File: src/rtl/wfc_queue.sv
// two-entry command queue between the byte front end and the table engine
module wfc_queue #(
    parameter int WIDTH = 8
) (
    input  logic             i_clk,
    input  logic             i_rst_n,
    input  logic             i_push,
    input  logic [WIDTH-1:0] i_data,
    output logic             o_full,
    input  logic             i_pop,
    output logic             o_valid,
    output logic [WIDTH-1:0] o_data
);

    logic [WIDTH-1:0] r_slot [2];
    logic             r_wptr, r_rptr;
    logic [1:0]       r_count;
    logic             do_push, do_pop;

    assign o_full  = (r_count == 2'd2);
    assign o_valid = (r_count != 2'd0);
    assign o_data  = r_slot[r_rptr];
    assign do_push = i_push && !o_full;
    assign do_pop  = i_pop && o_valid;

    always_ff @(posedge i_clk) begin
        if (!i_rst_n) begin
            r_wptr  <= 1'b0;
            r_rptr  <= 1'b0;
            r_count <= 2'd0;
        end else begin
            if (do_push) begin
                r_wptr <= ~r_wptr;
            end
            if (do_pop) begin
                r_rptr <= ~r_rptr;
            end
            if (do_push && !do_pop) begin
                r_count <= r_count + 2'd1;
            end else if (do_pop && !do_push) begin
                r_count <= r_count - 2'd1;
            end
        end
    end

    always_ff @(posedge i_clk) begin
        if (do_push) begin
            r_slot[r_wptr] <= i_data;
        end
    end

endmodule

File: config.mk
export PLATFORM = sky130hd
export DESIGN_NAME = wfc_queue
export DESIGN_NICKNAME = d
export VERILOG_FILES = /design/src/rtl/wfc_queue.sv
export SDC_FILE = /design/constraint.sdc
export NUM_CORES = 1
export LEC_CHECK = 0
export ABC_AREA = 0
export BUFFER_PORTS_ARGS = -buffer_cell sky130_fd_sc_hd__buf_2
export CAP_MARGIN = 10
export CORE_MARGIN = 2
export CORE_UTILIZATION = 35
export CTS_CLUSTER_SIZE = 40
export DETAILED_ROUTE_END_ITERATION = 10
export GPL_TIMING_DRIVEN = 0
export PLACE_DENSITY = 0.65
export SKIP_LAST_GASP = 1
export SYNTH_ARGS = -nofsm -noshare
export SYNTH_HDL_FRONTEND = slang
export SYNTH_SLANG_ARGS = --single-unit
export TNS_END_PERCENT = 100
File: constraint.sdc
create_clock -name i_clk -period 1.88 [get_ports i_clk]
set_input_delay 0.094 -clock i_clk [delete_from_list [all_inputs] [get_ports i_clk]]
set_output_delay 0.094 -clock i_clk [all_outputs]
set_load 0.02 [all_outputs]
==> results.md <==
* Post-Syn Area per Cell at 15.80 µm²
* Critical Path Slowest Stage Cell: dfxtp_1
* Global-route usage over all layers at 0.1080
* Worst setup margin at 302.5 ps
* Req. time, crit path at 2120 ps
* Met1 usage at 0.1099
* Vias at 504
* Final Setup Violations at 0
* Top-area cell type share of the netlist area at 0.5963
* Setup WS pre-CTS at 290.3 ps
* P_sw at 431.1 µW
* R2R Setup Slk at 300 ps
* Critical path arrival at 1820 ps
* Gr busiest metal: met2
* Crit Path Class: reg2reg
* Internal power at 880.0 µW
* Switch share at 0.3288
* CTS Sinks at 21
* Synthesized area at 805.8 µm²
* CP Max Fanout at 5
* DP Area at 945.9 µm²
* Worst Setup Start Kind: register
* Nets at 98
* Post-Synthesis Cells at 51
* Leakage at 0.4308 nW
* Crit path largest cell delay at 410 ps
* Root Buffer: clkbuf_4
* Worst VDD drop at 0.7459 mV
* Final setup skew at 1.982 ps
* Chip width at 51.98 µm
* Die ar. at 2702 µm²
* Clk buf depth at 2
* Final min period at 1578 ps
* Area grow syn2layout at 30.59%
* Global placer's final weighted congestion at 0.6345
* Reg2Reg Depth at 6
* DRC at 0
* Row Count at 17
* Worst slew pin tran at 687.0 ps
* Effective utilization at floorplan at 0.3678
* Critical Path Sink: r_count[1]
* Die H at 51.98 µm
* Clock Power Share at 0.159
* Logic gate share of total power at 0.361
* Yosys top cell by area: edfxtp_1
* PwrDens at 1246 nW/µm²
* Vias per cell at 4.500
* Max-slew violations at 0
* RSZ-0062 raised after global routing: false
* Initial antenna violation count at 0
* Max cap viols at 0
* Sequential area share after synthesis at 0.7205
* Number of global-route vias before repair at 471
* Final hold vios at 0
* Total grt overflow at 0
* Clk_lat worst skew at 290 ps
* Critical R2R Capture: r_count[1]
* Reg power frac at 0.480
* Period utilization at 0.8391
* Drt wl/cell at 11.47 µm
* H-tree levels at 1
* Reg clk slew, reported paths at 110 ps
* Hold slack final at 13.71 ps
* Yosys warning count at 0
* Cell Count, Final, Fillers Out at 112
* Core Area at 2191 µm²
* Overall routed net length at 1.285 mm
* Dpl hpwl at 910.7 µm
* Synth cell types at 17
* Final Instance Area at 1052 µm²
* Total CTS buffers at 3
* CP Launch Point: r_count[0]
* Register bit total from synthesis at 21
* Syn nets at 64
* Max Clock Freq at 0.6339 GHz
* Routing usage on met2 at 0.1899
* Iter 0 DRT Violations at 1
* Worst Hold Class: in2reg
* DP Cell Count at 100
* Worst path cell trace: nand2b_1 > inv_1 > nor2_1 > ha_1 > or3_1 > a21oi_1
* TritonCTS clock tree: built
* Setup TNS Final at 0 ps
* Layout cell share with drive strength beyond 1 at 0.4167
* I/O pin count at 22
* Synth top area cells: edfxtp_1 (60%), dfxtp_1 (12%), mux2_2 (11%)
* N_diodes at 0
* First-pass GRT wire length at 1.980 mm
* CP endpoint kind: register
* Relative slew slack at 0.5395
* Maximum number of pins on one net before global-route repair at 12
* PortBufs at 21
* Drt pass-1 iters at 2
* Worst r2r src: r_count[0]
* Routed Antenna Nets at 0
* Status: completed
* Met3 GRT Util at 0.02586
==> sequential cells by signal, summed over array words and instances, names as in the netlist, named ones only <==
register / cells
r_count: 2
r_rptr: 1
r_slot: 16
r_wptr: 1
==> synth_stat cells (all sizes together) <==
master and instances:
a21boi 1, a21oi 1, and3 1, buf 1, dfxtp 5, edfxtp 16
ha 1, inv 3, mux2 8, nand2b 1, nor2 4, nor3 1
o21a 1, o21ai 2, or2 1, or3 1, xor2 3
==> metal layers <==
metal  vias to the layer above  part of all wire
li1                        251                 -
met1                       230              0.40
met2                        19              0.50
met3                         4             0.070
met4                         0             0.029
met5                         -                 0
==> worst max-delay path, delay by kind of cell, from the launching register on <==
family          cells  cell delay, ps
compound gates      1             130
buf+inv             1              80
flops               1             410
fa+ha+maj           1             270
simple gates        3             630
==> metrics by stage <==
stage / total power, mW / utilization
after floorplan: 0.9769 / -
after global placement: 1.094 / 0.4318
after detailed placement: 1.109 / 0.4318
after CTS: 1.326 / 0.4803
after global routing: 1.397 / 0.4803
final: 1.311 / 0.4803
==> layout by cell type (no fill, tap or decap), drive strengths merged <==
cell type,n
edfxtp,16
xor2,3
o21ai,2
a21oi,1
dfxtp,5
nor2,4
nor3,1
buf,22
nand2b,1
clkbuf,4
and3,1
a21boi,1
or2,1
mux2,8
dlygate4sd3,8
or3,1
o21a,1
inv,3
ha,1
==> kinds of logic (layout without fill, tap and decap cells) <==
group,after synthesis,count (layout),synth area share
mux,8,8,0.1118
buf+inv,4,37,0.02018
fa+ha+maj,1,1,0.01553
compound gates,5,5,0.03727
xor+xnor,3,3,0.03261
simple gates,9,9,0.06213
flops,21,21,0.7205
==> worst min-delay path by stage <==
stage	slack, ps	to	start	cells after the start
2_1_floorplan	190	r_slot[0][0]	i_data[0]	0
3_3_place_gp	280	r_slot[1][1]	i_data[1]	1
3_5_place_dp	290	r_slot[1][5]	i_data[5]	1
4_1_cts	10	r_wptr	i_rst_n	2
5_1_grt	20	r_wptr	i_rst_n	2
6_report	10	r_wptr	i_rst_n	2
==> timing repair <==
action,CTS,global route
gates resized for setup,0,0
setup buffers,0,0
hold endpoints to repair,16,0
hold buffers,8,0
==> power groups by stage <==
stage               registers [mW]  logic (mW)  clock network [mW]
floorplan                    0.630       0.347                   0
global placement             0.637       0.457                   0
detailed placement           0.640       0.468                   0
CTS                          0.631       0.483               0.212
global route                 0.641       0.517               0.239
finish                       0.629       0.473               0.209
==> layout make-up <==
cell class	instances	area, µm²
timing repair buffer	29	185.2
clock buffer	4	26.28
multi-input combinational	26	209.0
inverter	3	11.26
buffer	1	5.005
sequential	21	580.6
fill	211	1139
tap	28	35.03
Note: power is estimated with default switching activity, not from simulation.
