<file path="src/rtl/wfc_pkg.sv">
// shared types, constants and helpers of the word frequency counter
package wfc_pkg;

    localparam int TABLE_ENTRIES_DEF = 64;
    localparam int WORD_CHARS_DEF    = 16;
    localparam int CHAR_W            = 8;
    localparam int COUNT_W           = 16;
    localparam int INDEX_W           = 6;

    localparam logic [CHAR_W-1:0]  SPACE_BYTE = 8'd32;
    localparam logic [CHAR_W-1:0]  UPPER_A    = 8'd65;
    localparam logic [CHAR_W-1:0]  UPPER_Z    = 8'd90;
    localparam logic [CHAR_W-1:0]  CASE_SHIFT = 8'd32;
    localparam logic [COUNT_W-1:0] COUNT_MAX  = 16'hFFFF;

    typedef struct packed {
        logic [7:0] text_byte;
        logic       end_of_text;
    } t_in_item;

    typedef struct packed {
        logic [INDEX_W-1:0] entry_index;
        logic [COUNT_W-1:0] word_total;
        logic               new_entry;
        logic               table_full;
        logic               word_truncated;
    } t_out_item;

    typedef enum logic [2:0] {
        BK_IDLE,
        BK_READ,
        BK_CMP,
        BK_MISS,
        BK_DONE
    } t_back_state;

    function automatic logic [CHAR_W-1:0] fold_byte(input logic [CHAR_W-1:0] b);
        logic [CHAR_W-1:0] r;
        r = b;
        if (b >= UPPER_A && b <= UPPER_Z) begin
            r = b + CASE_SHIFT;
        end
        return r;
    endfunction

endpackage

</file>
<file path="src/rtl/wfc_front.sv">
// byte front end: folds case, collects the open word, emits close/clear commands
module wfc_front import wfc_pkg::*; #(
    parameter int WORD_CHARS = WORD_CHARS_DEF,
    parameter int CMD_W      = 8
) (
    input  logic             i_clk,
    input  logic             i_rst_n,
    input  logic             i_accept,
    input  t_in_item         i_item,
    output logic             o_cmd_push,
    output logic [CMD_W-1:0] o_cmd
);

    localparam int LW = $clog2(WORD_CHARS + 1);
    localparam int IW = $clog2(WORD_CHARS);
    localparam logic [LW-1:0] W_LEN = LW'(WORD_CHARS);

    logic [CHAR_W-1:0] r_chars [WORD_CHARS];
    logic [CHAR_W-1:0] n_chars [WORD_CHARS];
    logic [LW-1:0]     r_len, n_len;
    logic              r_ovf, n_ovf;
    logic              is_space, close_word;
    logic [WORD_CHARS*CHAR_W-1:0] packed_chars;

    always_comb begin
        is_space = (i_item.text_byte == SPACE_BYTE);
        n_chars  = r_chars;
        n_len    = r_len;
        n_ovf    = r_ovf;
        if (!is_space) begin
            if (r_len < W_LEN) begin
                n_chars[r_len[IW-1:0]] = fold_byte(i_item.text_byte);
                n_len = r_len + LW'(1);
            end else begin
                n_ovf = 1'b1;
            end
        end
        close_word = (is_space || i_item.end_of_text) && (n_len != '0);
        for (int i = 0; i < WORD_CHARS; i++) begin
            packed_chars[i*CHAR_W +: CHAR_W] = n_chars[i];
        end
    end

    // command: clear, word present, truncated, length, characters
    assign o_cmd      = {i_item.end_of_text, close_word, n_ovf, n_len, packed_chars};
    assign o_cmd_push = i_accept && (close_word || i_item.end_of_text);

    always_ff @(posedge i_clk) begin
        if (!i_rst_n) begin
            r_len <= '0;
            r_ovf <= 1'b0;
        end else if (i_accept) begin
            if (close_word || i_item.end_of_text) begin
                r_len <= '0;
                r_ovf <= 1'b0;
            end else begin
                r_len <= n_len;
                r_ovf <= n_ovf;
            end
        end
    end

    always_ff @(posedge i_clk) begin
        if (i_accept) begin
            r_chars <= n_chars;
        end
    end

endmodule

</file>
<file path="config.mk">
export PLATFORM = sky130hd
export DESIGN_NAME = wfc_front
export DESIGN_NICKNAME = d
export VERILOG_FILES = /design/src/rtl/wfc_pkg.sv /design/src/rtl/wfc_front.sv
export SDC_FILE = /design/constraint.sdc
export NUM_CORES = 1
export LEC_CHECK = 0
export CAP_MARGIN = 20
export CORE_MARGIN = 5
export CORE_UTILIZATION = 53
export CTS_CLUSTER_DIAMETER = 200
export DETAILED_ROUTE_END_ITERATION = 12
export DONT_BUFFER_PORTS = 1
export GPL_ROUTABILITY_DRIVEN = 0
export PLACE_DENSITY = 0.73
export SLEW_MARGIN = 0
export SYNTH_ARGS = -nofsm -noshare
export SYNTH_HDL_FRONTEND = slang
export SYNTH_SLANG_ARGS = --single-unit
</file>
<file path="constraint.sdc">
create_clock -name i_clk -period 5.6 [get_ports i_clk]
set_input_delay 0 -clock i_clk [delete_from_list [all_inputs] [get_ports i_clk]]
set_output_delay 0 -clock i_clk [all_outputs]
set_load 0.05 [all_outputs]
</file>
==> results.toml, run 1 <==
[power]
comb_power_share_pct = 23.1
seqPwrFrac_pct = 50.1
power.share.clock_pct = 26.9
sw_frac_of_total_pct = 31.6
total_net_switching_power_uw = 69.5
power.leakage_nw = 0.322
irDropWorstVdd_mv = 0.155
p_per_area_nw_per_um2 = 250
cell_int_power_uw = 150

[yosys]
synthesis.nets = 87
yosys.area_share.simple_pct = 25.6
synthesis.instances = 72
synth.ff_latch_count = 13
synth.cell_area_um2 = 806
synth_edf_count = 8
synthDominantCellAreaShare_pct = 29.8
yosys.area_share.xor_xnor_pct = 0
synth.distinct_cells = 34
synthDominantAreaCellType = "sky130_fd_sc_hd__edfxtp_1"
ys_async_sr_fraction_pct = 0
synth-compound-area-share_pct = 14.1
synth-seq-area-share_pct = 42.2
synthTopCellsByArea = "sky130_fd_sc_hd__edfxtp_1, sky130_fd_sc_hd__dfxtp_1, sky130_fd_sc_hd__mux2_2, sky130_fd_sc_hd__ha_1, sky130_fd_sc_hd__nor4b_4"
muxShareOfSynthArea_pct = 9.63
synth-adder-area-share_pct = 4.66
syn-mean-instance-area_um2 = 11.2
postSynth.topFlopCell = "sky130_fd_sc_hd__edfxtp_1"
synth-warning-count = 0
synth_top_family_by_area = "simple AND/OR/NAND/NOR gates"

[cells_and_area]
area_delta_synth_final_pct = 9.01
multi_input_area_um2 = 435
layout_cell_share_with_drive_strength_beyond_1_pct = 24.1
insertedDiodeCount = 0
design.final.nets = 95
final_cells = 95
ff_latch_area_um2 = 340
filler_cell_count = 135

[global_routing]
grt_max_degree = 15
global_route.usage.total_pct = 14.9
grt_pass1_wl_um = 2750
overflow = 0
antenna_found_initial = 0
grt_pass1_vias = 542

[cts]
cts_root_buffer = "sky130_fd_sc_hd__clkbuf_4"
clkSlewWorstSetupHoldPaths_ps = 80
cts-buffers-inserted = 3
buffer_depth_of_the_longest_clock_path = 2
clkSinkCount = 13
cts_tree = "done"
insertion_delay_ps = 290
cts_htree_levels = 1

[worst_setup_path]
worst-endpoint-required_ps = 5600
endpoint_kind = "primary output"
critPathTopFamily = "compound AO/OA/AOI/OAI gates"
critPathArrivalTime_ps = 2220
slowest_stage = "sky130_fd_sc_hd__or4b_4"
regToRegStartpoint = "r_len[0]$_SDFFE_PN0P_"
crit_path_max_fanout = 9
crit_chain = "inv_1 -> ha_1 -> or4b_4 -> a21oi_4 -> mux2i_1 -> a31oi_1 -> buf_4"
worst_path_largest_cell_delay_ps = 470
setup.worst_path.class = "flop to primary output"
setup.worst_path.start = "r_len[0]$_SDFFE_PN0P_"
cp_num_buf_inv = 2
critical_path.startpoint_type = "flop"

[timing]
finalMaxSlewViolations = 0
unrepaired_setup_endpoints_after_global_routing = "false"
final_critical_period_ps = 2220
max_slew_margin_pct = 40.3
fin_tns_setup_ps = 0
worstMarginPinSlew_ps = 892
timing.final.setup_violations = 0
achievable-frequency_mhz = 451
timing.final.crit_share_pct = 39.6
hold_violations = 0
skew_ps = 9.16

[detailed_routing]
via_per_inst = 6.42
postRouteAntennaNets = 0
vias = 610
initial_drt_markers = 13
wl_per_instance_um = 16.9
postRouteWirelength_um = 1600
drtPass1Iterations = 4
drt_drc_violations_left = 0

[floorplanning]
fp.dieH_um = 49.0
boundaryPins = 21
die_width_um = 49.0
die_area_um2 = 2400
coreArea_um2 = 1470
start_util_pct = 54.8
rows = 14

[run]
timing.max_cap.violations = 0

[worst_hold_path]
min_from = "i_accept"
worst_hold_path_type = "input pin to flop"

[placement]
port_buffers = 0
placedCellCount = 88
dp_hpwl_um = 1190

[run_status]
outcome = "completed"
## Yosys cell counts (all sizes together) (3+ instances only)
library cell and instances:
edfxtp 8, mux2 6, a21oi 5, dfxtp 5
inv 5, nor2 5, ha 3, nand2 3
nand3 3, nand4 3
## cell type report
| type | count | area share (%) |
|---|---|---|
| clock buffers | 4 | 2.99 |
| inverters | 5 | 2.14 |
| multi-input cells | 53 | 49.6 |
| flip-flops and latches | 13 | 38.7 |
| well taps | 16 | 2.28 |
| repair buffers | 4 | 4.27 |
## layer usage
metal  track usage, %  part of all wire, %
met1             19.3                   44
met2             20.2                   46
met3             4.59                  7.1
met4             11.7                  3.0
met5                0                    0
## final timing paths
check / to / slack [ps] / cells after the start
worst max-delay path: o_cmd[6] / 3380 / 7
worst min-delay path: r_len[1]$_SDFFE_PN0P_ / 40 / 2
worst max register to register: r_chars[123]$_DFFE_PP_ / 3420 / 5
worst min register to register: r_len[3]$_SDFFE_PN0P_ / 550 / 2
## registers in the layout, indices dropped and copies added (netlist names)
name / flops
r_chars: 8
r_len: 5
## logic make-up after synthesis
logic type | Yosys count
AO/OA/AOI/OAI | 15
adder cells (fa/ha/maj) | 3
buffers and inverters | 6
flip-flops | 13
multiplexers | 7
AND/OR/NAND/NOR | 28
## power groups by stage
stage | sequential (mW) | clock, mW | combinational [mW]
2_1_floorplan | 0.112 | 0 | 0.0423
3_3_place_gp | 0.112 | 0 | 0.0467
3_5_place_dp | 0.112 | 0 | 0.0472
4_1_cts | 0.110 | 0.0621 | 0.0511
5_1_grt | 0.111 | 0.0688 | 0.0537
6_report | 0.110 | 0.0590 | 0.0507
## through the flow
stage                     hold slack [ps]  power [mW]  area (um2)  utilization [%]  setup slack (ps)
after global placement                114       0.159         822             55.9              3490
after detailed placement              113       0.160         822             55.9              3440
after floorplan                       112       0.154         806                -              3040
after global routing                 27.6       0.233         878             59.7              3270
final                                35.7       0.220         878             59.7              3380
after CTS                            31.6       0.223         878             59.7              3380
## worst register-to-register path, stage by stage, from the launching register on
cell	delay [ps]
sky130_fd_sc_hd__dfxtp_1	350
sky130_fd_sc_hd__inv_1	110
sky130_fd_sc_hd__ha_1	140
sky130_fd_sc_hd__or4b_4	470
sky130_fd_sc_hd__a21oi_4	290
sky130_fd_sc_hd__mux2_2	520
## cells in the final DEF (no fill, tap or decap), types with 2 or more instances in the layout
master | synthesis | layout
sky130_fd_sc_hd__dlygate4sd3_1 | 0 | 3
sky130_fd_sc_hd__a21oi_1 | 4 | 4
sky130_fd_sc_hd__a31oi_1 | 2 | 2
sky130_fd_sc_hd__dfxtp_1 | 5 | 5
sky130_fd_sc_hd__clkbuf_4 | 0 | 3
sky130_fd_sc_hd__nand4_1 | 3 | 3
sky130_fd_sc_hd__nor2_1 | 5 | 5
sky130_fd_sc_hd__nor3_1 | 2 | 2
sky130_fd_sc_hd__inv_1 | 5 | 5
sky130_fd_sc_hd__edfxtp_1 | 8 | 8
sky130_fd_sc_hd__nand3_1 | 3 | 3
sky130_fd_sc_hd__mux2_2 | 6 | 6
sky130_fd_sc_hd__nand2_1 | 3 | 3
sky130_fd_sc_hd__nand4b_1 | 2 | 2
sky130_fd_sc_hd__ha_1 | 3 | 3
## repair_timing
item	in CTS	in global routing
endpoints found under the hold margin	13	0
buffers inserted	0	0
hold buffers	3	0
gates resized for setup	0	0
Power figures use the tool's default switching activity.
==> inputs of run 2 (changes only) <==
- PLACE_DENSITY: 0.73 -> 0.76
- clock period: 5.6 -> 2 ns (I/O delays scaled with it)
==> results.toml, run 2 (synthesized netlist as in run 1, its figures left out) <==
[timing]
skew_ps = 0.338
post-route-worst-setup-slack_ps = -89.0
timing.final.setup_violations = 10
max_slew_margin_pct = 54.7
final_critical_period_ps = 2090
hold_violations = 0
worstMarginPinSlew_ps = 670
finalMaxSlewViolations = 0
unrepaired_setup_endpoints_after_global_routing = "true"
timing.final.crit_share_pct = 104
achievable-frequency_mhz = 479
final.hold.worst_slack_ps = 35.1

[cts]
buffer_depth_of_the_longest_clock_path = 2
insertion_delay_ps = 270
cts_tree = "done"
cts-buffers-inserted = 3
cts_htree_levels = 1
cts_root_buffer = "sky130_fd_sc_hd__clkbuf_4"
clkSinkCount = 13
clkSlewWorstSetupHoldPaths_ps = 70

[detailed_routing]
postRouteWirelength_um = 2290
initial_drt_markers = 24
drt_drc_violations_left = 0
postRouteAntennaNets = 0
drtPass1Iterations = 4
via_per_inst = 6.22
wl_per_instance_um = 19.4
vias = 734

[worst_setup_path]
worst-endpoint-required_ps = 2000
crit_path_max_fanout = 8
regToRegStartpoint = "r_len[1]$_SDFFE_PN0P_"
worstRegToRegCells = 8
crit-reg2reg-capture = "r_chars[126]$_DFFE_PP_"
critical_path.startpoint_type = "flop"
ff2ff_setup_slack_ps = -30
critPathArrivalTime_ps = 2090
endpoint_kind = "primary output"
setup.worst_path.class = "flop to primary output"

[cells_and_area]
final_common_cell = "sky130_fd_sc_hd__buf_4"
layout.cells.most_common_list = "sky130_fd_sc_hd__buf_4, sky130_fd_sc_hd__edfxtp_1, sky130_fd_sc_hd__dlygate4sd3_1, sky130_fd_sc_hd__buf_8, sky130_fd_sc_hd__mux2_4"
design_area_um2 = 1190
biggestRegsByFlops = "r_chars: 8 flops, r_len: 5 flops"
final_cells = 118
insertedDiodeCount = 0
layout_cell_share_with_drive_strength_beyond_1_pct = 43.1
area_delta_synth_final_pct = 47.7
final_util_pct = 80.9
largest_register = "r_chars"
largest_register_ff_count = 8
design.final.nets = 118

[worst_hold_path]
hold-path-cell-count = 3
worst_hold_path_type = "input pin to flop"
timing.hold.worst_endpoint = "r_len[2]$_SDFFE_PN0P_"
min_from = "i_item[0]"

[placement]
place_area_um2 = 920
placedCellCount = 99
port_buffers = 0
dp_hpwl_um = 1370

[power]
power.leakage_nw = 0.487
irDropWorstVdd_mv = 0.458
p_per_area_nw_per_um2 = 606

[floorplanning]
die_width_um = 49.0
die_area_um2 = 2400
rows = 14
boundaryPins = 21
start_util_pct = 54.8
fp.dieH_um = 49.0
coreArea_um2 = 1470

[global_routing]
overflow = 0
antenna_found_initial = 0
grt_pass1_vias = 768
global_route.usage.total_pct = 20.7
grt_max_degree = 15
grt_pass1_wl_um = 3840

[run_status]
outcome = "complete, but fails checks"
violations = "negative setup slack"

[run]
timing.max_cap.violations = 0
-- run 2: how the worst max path moves through the flow --
stage / end / startpoint / depth (start not counted)
final: o_cmd[6] / r_len[1]$_SDFFE_PN0P_ / 8
after global routing: o_cmd[6] / r_len[0]$_SDFFE_PN0P_ / 8
after CTS: o_cmd[6] / r_len[0]$_SDFFE_PN0P_ / 8
after detailed placement: r_chars[126]$_DFFE_PP_ / r_len[1]$_SDFFE_PN0P_ / 6
after global placement: r_chars[126]$_DFFE_PP_ / r_len[1]$_SDFFE_PN0P_ / 6
after floorplan: r_chars[120]$_DFFE_PP_ / r_len[0]$_SDFFE_PN0P_ / 5
-- run 2: cell type report --
class | instances | area (um2)
Clock buffer | 4 | 26.3
Fill cell | 89 | 282
Inverter | 5 | 18.8
Multi-Input combinational cell | 53 | 485
Sequential cell | 13 | 343
Tap cell | 16 | 20.0
Timing Repair Buffer | 27 | 297
-- run 2: through the flow --
step | worst slack, ps | setup TNS [ps] | power [mW]
2_1_floorplan | -72.2 | -491 | 0.436
3_3_place_gp | 88.5 | 0 | 0.475
3_5_place_dp | 2.88 | 0 | 0.481
4_1_cts | -48.7 | -259 | 0.713
5_1_grt | -182 | -1480 | 0.754
6_report | -89.0 | -645 | 0.722
-- run 2: where the power goes --
part           switching, mW  internal (mW)
combinational          0.132          0.120
sequential           0.00586          0.303
clock                 0.0823         0.0773
-- run 2: layer usage --
metal	GRT usage (%)	routed length [um]	part of all wire, %
met5	0	0	0
met4	7.62	51	2.2
met3	6.12	118	5.2
met2	37.0	1230	54
met1	22.6	885	39
-- run 2: timing repair --
| action | 4_1_cts | 5_1_grt |
|---|---|---|
| hold buffers | 6 | 1 |
| hold endpoints to repair | 17 | 1 |
| resized for setup | 26 | 3 |
| setup buffers | 7 | 1 |
| endpoints found under the setup margin | 9 | 11 |
-- run 2: critical path: stages (launching register included) --
cell                      delay, ps
sky130_fd_sc_hd__dfxtp_2        330
sky130_fd_sc_hd__inv_2           50
sky130_fd_sc_hd__ha_1           120
sky130_fd_sc_hd__or4b_4         490
sky130_fd_sc_hd__a21oi_4        170
sky130_fd_sc_hd__buf_12         160
sky130_fd_sc_hd__mux2i_4        250
sky130_fd_sc_hd__a31oi_4         50
sky130_fd_sc_hd__buf_6          190
==> inputs of run 3 (changes only) <==
- PLACE_DENSITY: 0.76 -> default
- PLACE_DENSITY_LB_ADDON: default -> 0.25
==> results.toml, run 3 (synthesized netlist as in run 1, its figures left out) <==
[detailed_routing]
drt_drc_violations_left = 0
drtPass1Iterations = 4
vias = 763
wl_per_instance_um = 21.8
via_per_inst = 6.63
postRouteAntennaNets = 0
postRouteWirelength_um = 2510
initial_drt_markers = 18

[worst_setup_path]
setup.worst_path.class = "flop to primary output"
crit_chain = "inv_2 -> ha_4 -> or4b_4 -> a21oi_4 -> buf_12 -> mux2i_4 -> a31oi_4 -> buf_6"
worst_path_largest_cell_delay_ps = 480
endpoint_kind = "primary output"
ff2ff_setup_slack_ps = -10
worst-endpoint-required_ps = 2000
critPathArrivalTime_ps = 2110
critical_path.startpoint_type = "flop"
slowest_stage = "sky130_fd_sc_hd__or4b_4"
crit_path_max_fanout = 8

[cells_and_area]
biggestRegsByFlops = "r_chars: 8 flops, r_len: 5 flops"
area_delta_synth_final_pct = 46.7
design.final.nets = 115
layout.cells.most_common_list = "sky130_fd_sc_hd__edfxtp_1, sky130_fd_sc_hd__buf_8, sky130_fd_sc_hd__mux2_4, sky130_fd_sc_hd__buf_4"
largest_register = "r_chars"
insertedDiodeCount = 0
final_common_cell = "sky130_fd_sc_hd__edfxtp_1"
largest_register_ff_count = 8
layout_cell_share_with_drive_strength_beyond_1_pct = 44.4

[global_routing]
grt_pass1_vias = 799
grt_max_degree = 15
antenna_found_initial = 0
global_route.usage.total_pct = 20.0
overflow = 0
grt_pass1_wl_um = 3660

[power]
irDropWorstVdd_mv = 0.416
p_total_uw = 734
power.leakage_nw = 0.479
p_per_area_nw_per_um2 = 620

[floorplanning]
boundaryPins = 21
fp.dieH_um = 49.0
coreArea_um2 = 1470
die_width_um = 49.0
rows = 14
start_util_pct = 54.8
die_area_um2 = 2400

[worst_hold_path]
worst_hold_path_type = "input pin to flop"

[placement]
pre_cts_worst_setup_slack_ps = 22.3
port_buffers = 0
dp_hpwl_um = 1370

[timing]
timing.final.crit_share_pct = 105
skew_ps = 0.615
hold_violations = 0
unrepaired_setup_endpoints_after_global_routing = "true"
fin_tns_setup_ps = -736
max_slew_margin_pct = 42.3
post-route-worst-setup-slack_ps = -107
achievable-frequency_mhz = 475
timing.final.setup_violations = 12
finalMaxSlewViolations = 0
final_critical_period_ps = 2110
worstMarginPinSlew_ps = 853

[run_status]
violations = "negative setup slack"
outcome = "complete, but fails checks"

[cts]
cts_root_buffer = "sky130_fd_sc_hd__clkbuf_4"
buffer_depth_of_the_longest_clock_path = 2
cts_htree_levels = 1
cts-buffers-inserted = 3
insertion_delay_ps = 280
clkSinkCount = 13
clkSlewWorstSetupHoldPaths_ps = 80
cts_tree = "done"

[run]
timing.max_cap.violations = 0
run 3: cell count changes in the layout (fill, tap and decap cells not counted):
cell / before / now
sky130_fd_sc_hd__buf_6: 3 / 5
sky130_fd_sc_hd__ha_4: 0 / 1
sky130_fd_sc_hd__buf_4: 9 / 6
sky130_fd_sc_hd__ha_1: 3 / 2
sky130_fd_sc_hd__dlygate4sd3_1: 7 / 5
run 3: layout make-up:
| class | count | area (um2) |
|---|---|---|
| well taps | 16 | 20.0 |
| fillers | 82 | 289 |
| inverters | 5 | 18.8 |
| flip-flops and latches | 13 | 343 |
| clock buffers | 4 | 26.3 |
| multi-input cells | 53 | 498 |
| repair buffers | 24 | 277 |
run 3: per-stage QoR:
stage | hold WS (ps) | instances | instance area, um2 | util, %
final | 5.06 | 115 | 1180 | 80.4
after global routing | 24.3 | 115 | 1180 | 80.4
after CTS | 3.81 | 114 | 1140 | 77.7
after detailed placement | 114 | 99 | 920 | 62.5
after global placement | 114 | 99 | 920 | 62.5
after floorplan | 112 | 72 | 821 | -
run 3: timing repair:
action	in CTS	in global routing
setup endpoints to repair	8	11
resized for setup	26	7
hold endpoints to repair	16	0
buffers inserted	6	1
hold buffers	5	0
run 3: report_power, final:
part | internal (mW) | switching (mW) | total, mW
Sequential | 0.303 | 0.00614 | 0.309
Combinational | 0.122 | 0.134 | 0.256
Clock | 0.0774 | 0.0911 | 0.169
run 3: final timing paths:
kind	startpoint	cells past startpoint	endpoint
hold / removal	i_item[0]	3	r_len[2]$_SDFFE_PN0P_
setup / recovery	r_len[1]$_SDFFE_PN0P_	8	o_cmd[6]
setup reg to reg	r_len[1]$_SDFFE_PN0P_	7	r_chars[127]$_DFFE_PP_
hold reg to reg	r_len[3]$_SDFFE_PN0P_	2	r_len[3]$_SDFFE_PN0P_
run 3: critical path, delay by kind of cell, from the launching register on:
kind,cells,cell delay (ps)
simple gates,1,480
buf+inv,3,430
flops,1,330
mux,1,240
compound gates,2,210
fa+ha+maj,1,130
run 3: metal layers:
layer	vias to the layer above	part of all wire [%]	global-route usage (%)
li1	336	-	-
met1	384	36	19.2
met2	37	54	38.3
met3	6	6.5	4.28
met4	0	3.2	10.8
met5	-	0	0
